**src/lebc_pkg.sv**
```systemverilog
// ----------------------------------------------------------------------------
// lebc_pkg
// Shared types and constants of the unsigned LEB128 varint codec.
// ----------------------------------------------------------------------------
package lebc_pkg;

  // Value width of the codec; storage and ports stay 64 bits wide
  localparam int unsigned ValueBits = 64;
  localparam int unsigned DataW     = 64;
  localparam int unsigned DigitBits = 7;
  localparam int unsigned MaxBytes  = 10;
  localparam int unsigned CntW      = 4;

  // Payload bits kept from a value
  localparam logic [DataW-1:0] ValueMask =
      (ValueBits >= DataW) ? {DataW{1'b1}} : ((64'd1 << ValueBits) - 64'd1);

  // Continuation bytes taken at which a further continuation overflows
  localparam int unsigned OvfTaken = (ValueBits + DigitBits - 1) / DigitBits - 1;

  typedef enum logic [1:0] {
    MODE_ENCODE = 2'd0,
    MODE_DECODE = 2'd1,
    MODE_END    = 2'd2
  } mode_e;

  typedef enum logic [1:0] {
    KIND_BYTE  = 2'd0,
    KIND_VALUE = 2'd1,
    KIND_ERROR = 2'd2
  } kind_e;

  typedef enum logic [1:0] {
    ERR_NONE      = 2'd0,
    ERR_OVERFLOW  = 2'd1,
    ERR_TRUNCATED = 2'd2,
    ERR_OVER32    = 2'd3
  } err_e;

  typedef enum logic {
    ST_IDLE   = 1'b0,
    ST_ENCODE = 1'b1
  } state_e;

  // Commands from the sequencer to the shift unit
  typedef struct packed {
    logic enc_load;
    logic enc_step;
    logic dec_step;
    logic eob;
  } ctrl_t;

  // Status from the shift unit to the sequencer
  typedef struct packed {
    logic enc_more;
    logic emit;
  } stat_t;

  // One result beat
  typedef struct packed {
    kind_e             kind;
    logic [7:0]        out_byte;
    logic [DataW-1:0]  value;
    err_e              err;
    logic [CntW-1:0]   cnt;
    logic              last;
  } beat_t;

endpackage

```
**src/lebc_unit.sv**
```systemverilog
// ----------------------------------------------------------------------------
// lebc_unit
// Shared seven-bit shift unit: encode work register and decode accumulator.
// ----------------------------------------------------------------------------
module lebc_unit (
  input  logic                          clk_i,
  input  logic                          rst_ni,
  input  lebc_pkg::ctrl_t               ctrl_i,
  input  logic [lebc_pkg::DataW-1:0]    value_in_i,
  input  logic [7:0]                    data_byte_i,
  input  logic                          want_32_i,
  output lebc_pkg::stat_t               stat_o,
  output lebc_pkg::beat_t               beat_o
);
  import lebc_pkg::*;

  logic [DataW-1:0] work_q, work_d;
  logic [CntW-1:0]  enc_cnt_q, enc_cnt_d;
  logic [DataW-1:0] acc_q, acc_d;
  logic [CntW-1:0]  taken_q, taken_d;

  logic [6:0]       shift_full;
  logic [5:0]       shift_amt;
  logic [DataW-1:0] placed;
  logic [DataW-1:0] acc_sum;
  logic             enc_more;
  logic             dec_fin;
  logic             dec_ovf;
  logic             over32;

  // taken * 7
  assign shift_full = {taken_q, 3'b000} - {3'b000, taken_q};
  assign shift_amt  = shift_full[5:0];
  assign placed     = DataW'(data_byte_i[6:0]) << shift_amt;
  assign acc_sum    = (acc_q | placed) & ValueMask;

  assign enc_more = (|work_q[DataW-1:DigitBits]) && (enc_cnt_q < CntW'(MaxBytes - 1));
  assign dec_fin  = ~data_byte_i[7];
  assign dec_ovf  = data_byte_i[7] && (taken_q >= CntW'(OvfTaken));
  assign over32   = want_32_i && (|acc_sum[DataW-1:32]);

  always_comb begin
    beat_o          = '0;
    stat_o.enc_more = enc_more;
    stat_o.emit     = 1'b0;
    work_d          = work_q;
    enc_cnt_d       = enc_cnt_q;
    acc_d           = acc_q;
    taken_d         = taken_q;

    if (ctrl_i.enc_load) begin
      work_d    = value_in_i & ValueMask;
      enc_cnt_d = '0;
    end

    if (ctrl_i.enc_step) begin
      stat_o.emit     = 1'b1;
      beat_o.kind     = KIND_BYTE;
      beat_o.out_byte = {enc_more, work_q[DigitBits-1:0]};
      beat_o.cnt      = enc_cnt_q + CntW'(1);
      beat_o.last     = ~enc_more;
      work_d          = work_q >> DigitBits;
      enc_cnt_d       = enc_cnt_q + CntW'(1);
    end

    if (ctrl_i.dec_step) begin
      if (dec_fin) begin
        stat_o.emit = 1'b1;
        beat_o.last = 1'b1;
        if (over32) begin
          beat_o.kind = KIND_ERROR;
          beat_o.err  = ERR_OVER32;
        end else begin
          beat_o.kind  = KIND_VALUE;
          beat_o.value = acc_sum;
          beat_o.cnt   = taken_q + CntW'(1);
        end
        acc_d   = '0;
        taken_d = '0;
      end else if (dec_ovf) begin
        stat_o.emit = 1'b1;
        beat_o.last = 1'b1;
        beat_o.kind = KIND_ERROR;
        beat_o.err  = ERR_OVERFLOW;
        acc_d       = '0;
        taken_d     = '0;
      end else begin
        acc_d   = acc_sum;
        taken_d = taken_q + CntW'(1);
      end
    end

    if (ctrl_i.eob) begin
      stat_o.emit = 1'b1;
      beat_o.last = 1'b1;
      beat_o.kind = KIND_ERROR;
      beat_o.err  = ERR_TRUNCATED;
      acc_d       = '0;
      taken_d     = '0;
    end
  end

  always_ff @(posedge clk_i) begin
    work_q <= work_d;
  end

  always_ff @(posedge clk_i or negedge rst_ni) begin
    if (!rst_ni) begin
      enc_cnt_q <= '0;
      acc_q     <= '0;
      taken_q   <= '0;
    end else begin
      enc_cnt_q <= enc_cnt_d;
      acc_q     <= acc_d;
      taken_q   <= taken_d;
    end
  end

endmodule

```
**src/lebc_seq.sv**
```systemverilog
// ----------------------------------------------------------------------------
// lebc_seq
// Sequencer: takes input beats and steps the shift unit through an encode.
// ----------------------------------------------------------------------------
module lebc_seq (
  input  logic              clk_i,
  input  logic              rst_ni,
  input  logic              in_valid_i,
  input  lebc_pkg::mode_e   mode_i,
  input  logic              out_free_i,
  input  lebc_pkg::stat_t   stat_i,
  output logic              in_ready_o,
  output lebc_pkg::ctrl_t   ctrl_o
);
  import lebc_pkg::*;

  state_e state_q, state_d;
  logic   accept;

  // only evaluated in idle, where ready follows the output slot
  assign accept = in_valid_i && out_free_i;

  always_comb begin
    state_d    = state_q;
    ctrl_o     = '0;
    in_ready_o = 1'b0;
    case (state_q)
      ST_IDLE: begin
        in_ready_o = out_free_i;
        if (accept) begin
          case (mode_i)
            MODE_ENCODE: begin
              ctrl_o.enc_load = 1'b1;
              state_d         = ST_ENCODE;
            end
            MODE_DECODE: ctrl_o.dec_step = 1'b1;
            MODE_END:    ctrl_o.eob      = 1'b1;
            default:     ctrl_o          = '0;
          endcase
        end
      end
      ST_ENCODE: begin
        // advance one digit whenever the output slot can take a beat
        if (out_free_i) begin
          ctrl_o.enc_step = 1'b1;
          if (!stat_i.enc_more) begin
            state_d = ST_IDLE;
          end
        end
      end
      default: state_d = ST_IDLE;
    endcase
  end

  always_ff @(posedge clk_i or negedge rst_ni) begin
    if (!rst_ni) begin
      state_q <= ST_IDLE;
    end else begin
      state_q <= state_d;
    end
  end

endmodule

```
**src/leb128_varint_codec.sv**
```systemverilog
// ----------------------------------------------------------------------------
// leb128_varint_codec
// Unsigned LEB128 varint encoder and decoder on one stream pair.
// ----------------------------------------------------------------------------
// Each input beat carries a mode in tuser. Encode (mode 0) turns a 64-bit value
// into 1 to 10 output beats, seven bits a beat, low bits first, bit 7 set on
// all but the last; byte_count on each beat gives the bytes emitted so far.
// Decode (mode 1) takes one encoded byte a beat and answers only on the byte
// that ends the varint (value, or an over-32 error when want_32 is set) or on
// a tenth byte that still continues (overflow error). End of buffer (mode 2)
// always answers with a truncation error. Every error clears the decode state;
// mode 3 is dropped silently. An encode loads the value, then steps out its bytes
// in order, and takes no new input beat until its last byte is out. The single
// shared seven-bit shift unit produces one digit a cycle while the output
// register is free; the one-deep output register must be free (empty or being
// drained) before a beat is taken in.
// ----------------------------------------------------------------------------
module leb128_varint_codec (
  input  logic        clk_i,
  input  logic        rst_ni,
  // input stream
  input  logic        s_axis_tvalid,
  output logic        s_axis_tready,
  input  logic [79:0] s_axis_tdata,   // value_in[63:0], data_byte[71:64], want_32[72]
  input  logic [1:0]  s_axis_tuser,   // mode[1:0]
  // result stream
  output logic        m_axis_tvalid,
  input  logic        m_axis_tready,
  output logic [79:0] m_axis_tdata,   // out_byte[7:0], decoded_value[71:8],
                                      // error_code[73:72], byte_count[77:74]
  output logic [1:0]  m_axis_tuser,   // kind[1:0]
  output logic        m_axis_tlast    // last
);
  import lebc_pkg::*;

  ctrl_t ctrl;
  stat_t stat;
  beat_t beat;
  beat_t out_q;
  logic  out_valid_q;
  logic  out_free;
  mode_e mode;

  // the output slot can take a beat when empty or drained this cycle
  assign out_free = ~out_valid_q | m_axis_tready;
  assign mode     = mode_e'(s_axis_tuser);

  lebc_seq u_seq (
    .clk_i      (clk_i),
    .rst_ni     (rst_ni),
    .in_valid_i (s_axis_tvalid),
    .mode_i     (mode),
    .out_free_i (out_free),
    .stat_i     (stat),
    .in_ready_o (s_axis_tready),
    .ctrl_o     (ctrl)
  );

  lebc_unit u_unit (
    .clk_i       (clk_i),
    .rst_ni      (rst_ni),
    .ctrl_i      (ctrl),
    .value_in_i  (s_axis_tdata[63:0]),
    .data_byte_i (s_axis_tdata[71:64]),
    .want_32_i   (s_axis_tdata[72]),
    .stat_o      (stat),
    .beat_o      (beat)
  );

  // Output register: load a new beat when the slot is free, drop it once taken
  always_ff @(posedge clk_i or negedge rst_ni) begin
    if (!rst_ni) begin
      out_valid_q <= 1'b0;
    end else if (out_free) begin
      out_valid_q <= stat.emit;
    end
  end

  always_ff @(posedge clk_i) begin
    if (out_free && stat.emit) begin
      out_q <= beat;
    end
  end

  assign m_axis_tvalid = out_valid_q;
  assign m_axis_tdata  = {2'b00, out_q.cnt, out_q.err, out_q.value, out_q.out_byte};
  assign m_axis_tuser  = out_q.kind;
  assign m_axis_tlast  = out_q.last;

endmodule
```
**config.mk**
```make
export PLATFORM = sky130hd
export DESIGN_NAME = leb128_varint_codec
export DESIGN_NICKNAME = d
export VERILOG_FILES = /design/src/lebc_pkg.sv /design/src/lebc_unit.sv /design/src/lebc_seq.sv /design/src/leb128_varint_codec.sv
export SDC_FILE = /design/constraint.sdc
export NUM_CORES = 1
export LEC_CHECK = 0
export ABC_AREA = 1
export CAP_MARGIN = 20
export CORE_UTILIZATION = 50
export DETAILED_ROUTE_END_ITERATION = 8
export DONT_BUFFER_PORTS = 1
export GPL_ROUTABILITY_DRIVEN = 0
export PLACE_DENSITY = 0.73
export SLEW_MARGIN = 20
export SYNTH_ARGS = -nofsm -noshare
export SYNTH_HDL_FRONTEND = slang
export SYNTH_HIERARCHICAL = 1
export SYNTH_SLANG_ARGS = --single-unit
```
**constraint.sdc**
```tcl
create_clock -name clk_i -period 9 [get_ports clk_i]
set_input_delay 0.9 -clock clk_i [delete_from_list [all_inputs] [get_ports clk_i]]
set_output_delay 0.9 -clock clk_i [all_outputs]
set_load 0.02 [all_outputs]
```
Yosys cells after proc, flatten, opt, wreduce, memory -nomap -nowiden. Index checks and enable logic that the tools add are counted.

Output and inout port bits: 85. Bits of input ports: 86. Logic and storage cells: 83. Flip-flop bits (word level): 219.

Add/subtract/negate cells: 3. Reductions and logical operators: 12. $lt $le $gt $ge: 2. Bitwise logic cells: 6. Shift-type cells: 1. Equality and inequality tests: 2. Muxes and demuxes: 43.

Operators by type and width (count): 64-bit two-way mux (4); 57-bit two-way mux (2); 64-bit OR (1); 7-bit by 6-bit left shift with 64-bit output (1); 57-bit OR reduction (1); 4-bit two-way mux (9); 32-bit OR reduction (1); 1-bit two-way mux (17); 2-bit two-way mux (7); 4-bit by 1-bit adder with 4-bit output (second input constant) (2); 7-bit two-way mux (1); 6-bit by 4-bit subtractor with 6-bit output (1); 1-bit logical AND (5); 5-bit two-way mux (1); 4-bit >= comparator (second input constant) (1); 4-bit less-than comparator (second input constant) (1); 1-bit NOT (4); 1-bit one-hot mux with 2 select lines (2); 2-bit nonzero test (2); 3-bit OR reduction (1); 2-bit by 1-bit == test with 1-bit output (second input constant) (1); 2-bit == test (second input constant) (1); 2-bit zero test (1); 2-bit OR reduction (1); 1-bit OR (1).

Longest topological paths before layout.
Depth after elaboration: 11. Gate-level depth with buffers: 23. Depth with buffers taken out: 20.

Modules after synthesis. The synthesis kept the hierarchy.

By module, submodules not included: lebc_unit (instances 1, area an instance 7731.2 um^2, sequential area each 3653.5 um^2, cells an instance 1061); leb128_varint_codec (instances 1, area an instance 2496.1 um^2, sequential area each 2457.4 um^2, cells an instance 90); lebc_seq (instances 1, area an instance 95.1 um^2, sequential area each 25.0 um^2, cells an instance 18).

Least setup slack after synthesis. OpenSTA, ideal clock, no wires.

Path type: input to register. From: input port m_axis_tready. To: register out_q (netlist bit m_axis_tdata[0]) (enable). Setup time: 0.547 ns. Stages: 11. Data arrival time: 5.866 ns. Setup slack: 2.587 ns. Cells stage by stage: inv_1 -> nand2_1 -> nand2_1 -> inv_1 -> clkbuf_1 -> inv_1 -> clkbuf_1 -> clkbuf_1 -> nand2_1 -> inv_1 -> a21oi_1.

RTL lines: start: declaration (RTL line leb128_varint_codec.sv:28) `input logic m_axis_tready,`; end signal: assignment (RTL line leb128_varint_codec.sv:81) `out_q <= beat;`; end: declaration (RTL line leb128_varint_codec.sv:39) `beat_t out_q;`.

Worst setup path in the final report.
From: register u_unit.taken_q[0]. To: register out_q (netlist bit m_axis_tdata[29]) (data pin).

Cells in the longest elaborated chain, start to end: 6.

RTL lines: start: declaration (RTL line lebc_unit.sv:20) `logic [CntW-1:0] taken_q, taken_d;`; start signal: assignment (RTL line lebc_unit.sv:115) `taken_q <= taken_d;`; 6-bit by 4-bit subtractor with 6-bit output * (RTL line lebc_unit.sv:32) `assign shift_full = {taken_q, 3'b000} - {3'b000, taken_q};`; 7-bit by 6-bit left shift with 64-bit output * (RTL line lebc_unit.sv:34) `assign placed = DataW'(data_byte_i[6:0]) << shift_amt;`; 64-bit OR * (RTL line lebc_unit.sv:35) `assign acc_sum = (acc_q | placed) & ValueMask;`; 32-bit OR reduction (RTL line lebc_unit.sv:40) `assign over32 = want_32_i && (|acc_sum[DataW-1:32]);`; 1-bit logical AND (RTL line lebc_unit.sv:40); 3-bit OR reduction (no source line).

Mark *: on every way between the ends. The rest lies on a longest branch, timed or not. A chain may end at the register's enable or synchronous reset.

==> results.txt <==
CP Data Arrival Time - 5240 ps
Post-Route Skew - 15.4 ps
Yosys reg bits - 219
R2R depth - 15
# Post-CTS Setup Buffers - 0
FFs w/ async S/R, synth - 33.8%
post-DP HPWL - 15.2 mm
Area Overhead vs Synth - 8.69%
Detail Route Antenna Nets - 0
fin nets - 1234
Hold Slack - 86.9 ps
Total Wirelength - 22.9 mm
Crit. End Element - flop
Resize count post-CTS - 0
RSZ-0062 raised after global routing - no
vias in the first global route - 7281
Die Height - 146 um
Routed WL per cell - 16.0 um
final setup fails - 0
cell area power density - 425 nW/um^2
Post-Syn Area - 10300 um^2
Core Region - 20200 um^2
Final Cell Area - 11200 um^2
Cell Count, Final, Fillers Out - 1428
placed cell area - 10400 um^2
share of cells above drive strength 1 - 6.22%
Post-synth top flop - edfxtp_1
Post-Syn Area per Cell - 8.83 um^2
Max Cap Violations - 0
drt first pass iters - 5
Num Clock Sinks - 219
first-pass GRT wire length - 36.7 mm
initial core utilization - 51.0%
data required time of the worst path - 9360 ps
Max Root-Sink Buffers - 3
Post-synth EDFFs - 138
Antenna diodes - 0
Hold-fix buffers, CTS - 0
TNS Setup - 0 ps
fin crit period - 4890 ps
drt drc - 0
top area cells in the synthesized netlist - edfxtp_1 (40%), dfrtp_1 (18%), nand2_1 (13%)
vias post-DR - 7539
outcome - complete, no violations
relative slew slack - 31.1%
R2R Path End - m_axis_tdata[29]
initial detailed-routing violation count - 875
Reg2Reg Setup Slack - 4110 ps
clock root buffer - clkbuf_16
final hold violations - 0
Max Clock Freq - 205 MHz
largest net degree at the start of global routing - 80
most frequent cell after synthesis - nand2_1
yosys warns - 6
initial antenna violation count - 0
# IOs - 171
Seq/Total Area, Yosys - 59.4%
Synth area leader - edfxtp_1
die outline width - 146 um
row count - 52
Unique masters post-synth - 34
Worst-Margin Slew - 1030 ps
Slew Limit Fails - 0
vias per std cell - 5.28
TritonCTS Buffers - 23
post-synth top area share - 40.1%
maximum VDD drop - 231 uV
crit-path max FO - 47
IO Port Bufs - 0
worst skew pair latency - 510 ps
Final period util - 54.3%
GR Util All Layers - 21.7%
H-Tree Depth - 1
Hold WC Path Type - in2async
worst setup path category - reg2reg
CTS tree - done
Syn Inst Count - 1169
clock-pin slew on the worst setup and hold paths - 70 ps
most frequent cells after synthesis - nand2_1 (369), edfxtp_1 (138), inv_1 (138), nor2_1 (113)
GR Overflow Total - 0
Die ar. - 21200 um^2
Worst Setup Start Kind - flop
placed cells - 1387
worst r2r src - u_unit/taken_q[0]
Leak Pwr - 4.71 nW
==> through the flow <==
step,worst slack (ps),utilization [%],power [mW]
3_5_place_dp,4210,51.6,3.78
4_1_cts,4120,55.4,4.77
3_3_place_gp,4300,51.6,3.74
6_report,4110,55.4,4.77
2_1_floorplan,2590,-,3.34
5_1_grt,3690,55.4,5.09
==> cell families after synthesis <==
family / share of synthesized area [%]
AND/OR/NAND/NOR: 23.7
other: 0.0363
buffers and inverters: 8.08
XOR/XNOR: 0.170
adder cells (fa/ha/maj): 0.727
flip-flops: 59.4
AO/OA/AOI/OAI: 7.81
==> how the worst max path moves through the flow <==
stage / cells past startpoint / from / slack [ps] / to
2_1_floorplan: 11 / m_axis_tready / 2590 / m_axis_tdata[0]
3_3_place_gp: 15 / u_unit/taken_q[0] / 4300 / m_axis_tdata[30]
3_5_place_dp: 15 / u_unit/taken_q[0] / 4210 / m_axis_tdata[29]
4_1_cts: 15 / u_unit/taken_q[0] / 4120 / m_axis_tdata[29]
5_1_grt: 15 / u_unit/taken_q[0] / 3690 / m_axis_tdata[53]
6_report: 15 / u_unit/taken_q[0] / 4110 / m_axis_tdata[29]
==> where the power goes <==
group	internal (mW)	switching (mW)	total, mW
clock	0.592	0.381	0.973
combinational	0.464	1.48	1.95
sequential	1.52	0.325	1.85
==> layout by cell type, fill, tap and decap left out, drive strengths merged <==
cell type / instances
nand3: 60
nor3: 3
xnor2: 1
o21ai: 29
xor2: 1
nor2: 123
clkbuf: 33
nand4: 21
conb: 2
o22ai: 9
nand2: 375
a21oi: 74
a21o: 4
clkinv: 7
bufinv: 3
inv: 141
dfxtp: 7
dfrtp: 74
ha: 6
o31ai: 14
clkinvlp: 1
nand3b: 1
edfxtp: 138
a31o: 4
o21bai: 2
buf: 6
a31oi: 6
nor4: 13
==> sequential cells by signal (all words and copies together) (netlist names) <==
register and count:
m_axis_tdata 78, u_unit/acc_q 64, u_unit/work_q 64, u_unit/enc_cnt_q 4, u_unit/taken_q 4, m_axis_tuser 2, m_axis_tlast 1, m_axis_tvalid 1
u_seq/state_q 1
==> per-layer routing <==
metal	vias up	track usage (%)	wire length [um]
met3	36	5.77	1880
met2	252	33.9	10400
met1	3501	29.8	10100
met4	0	6.37	481
li1	3750	-	-
met5	-	0	0
==> layout make-up <==
class,instances,area (um^2)
clock buffer,33,653
tap,270,338
multi-input combinational,748,3380
clock inverter,8,129
inverter,144,542
sequential,219,6140
fill,1768,9010
timing repair buffer,6,45.0
==> worst max-delay path, stage by stage (launching register included) <==
cell and delay [ps]:
dfrtp_1 610, ha_1 360, nand4_1 140, nand2_1 520, inv_2 870, nor2_1 200
nand3_1 120, nand3_1 90, inv_1 110, nand3_1 100, nor2_1 190, nand2_1 120
o21bai_4 250, nand2_2 410, buf_4 430, nor2_1 160
Note: power is estimated with default switching activity, not from simulation.
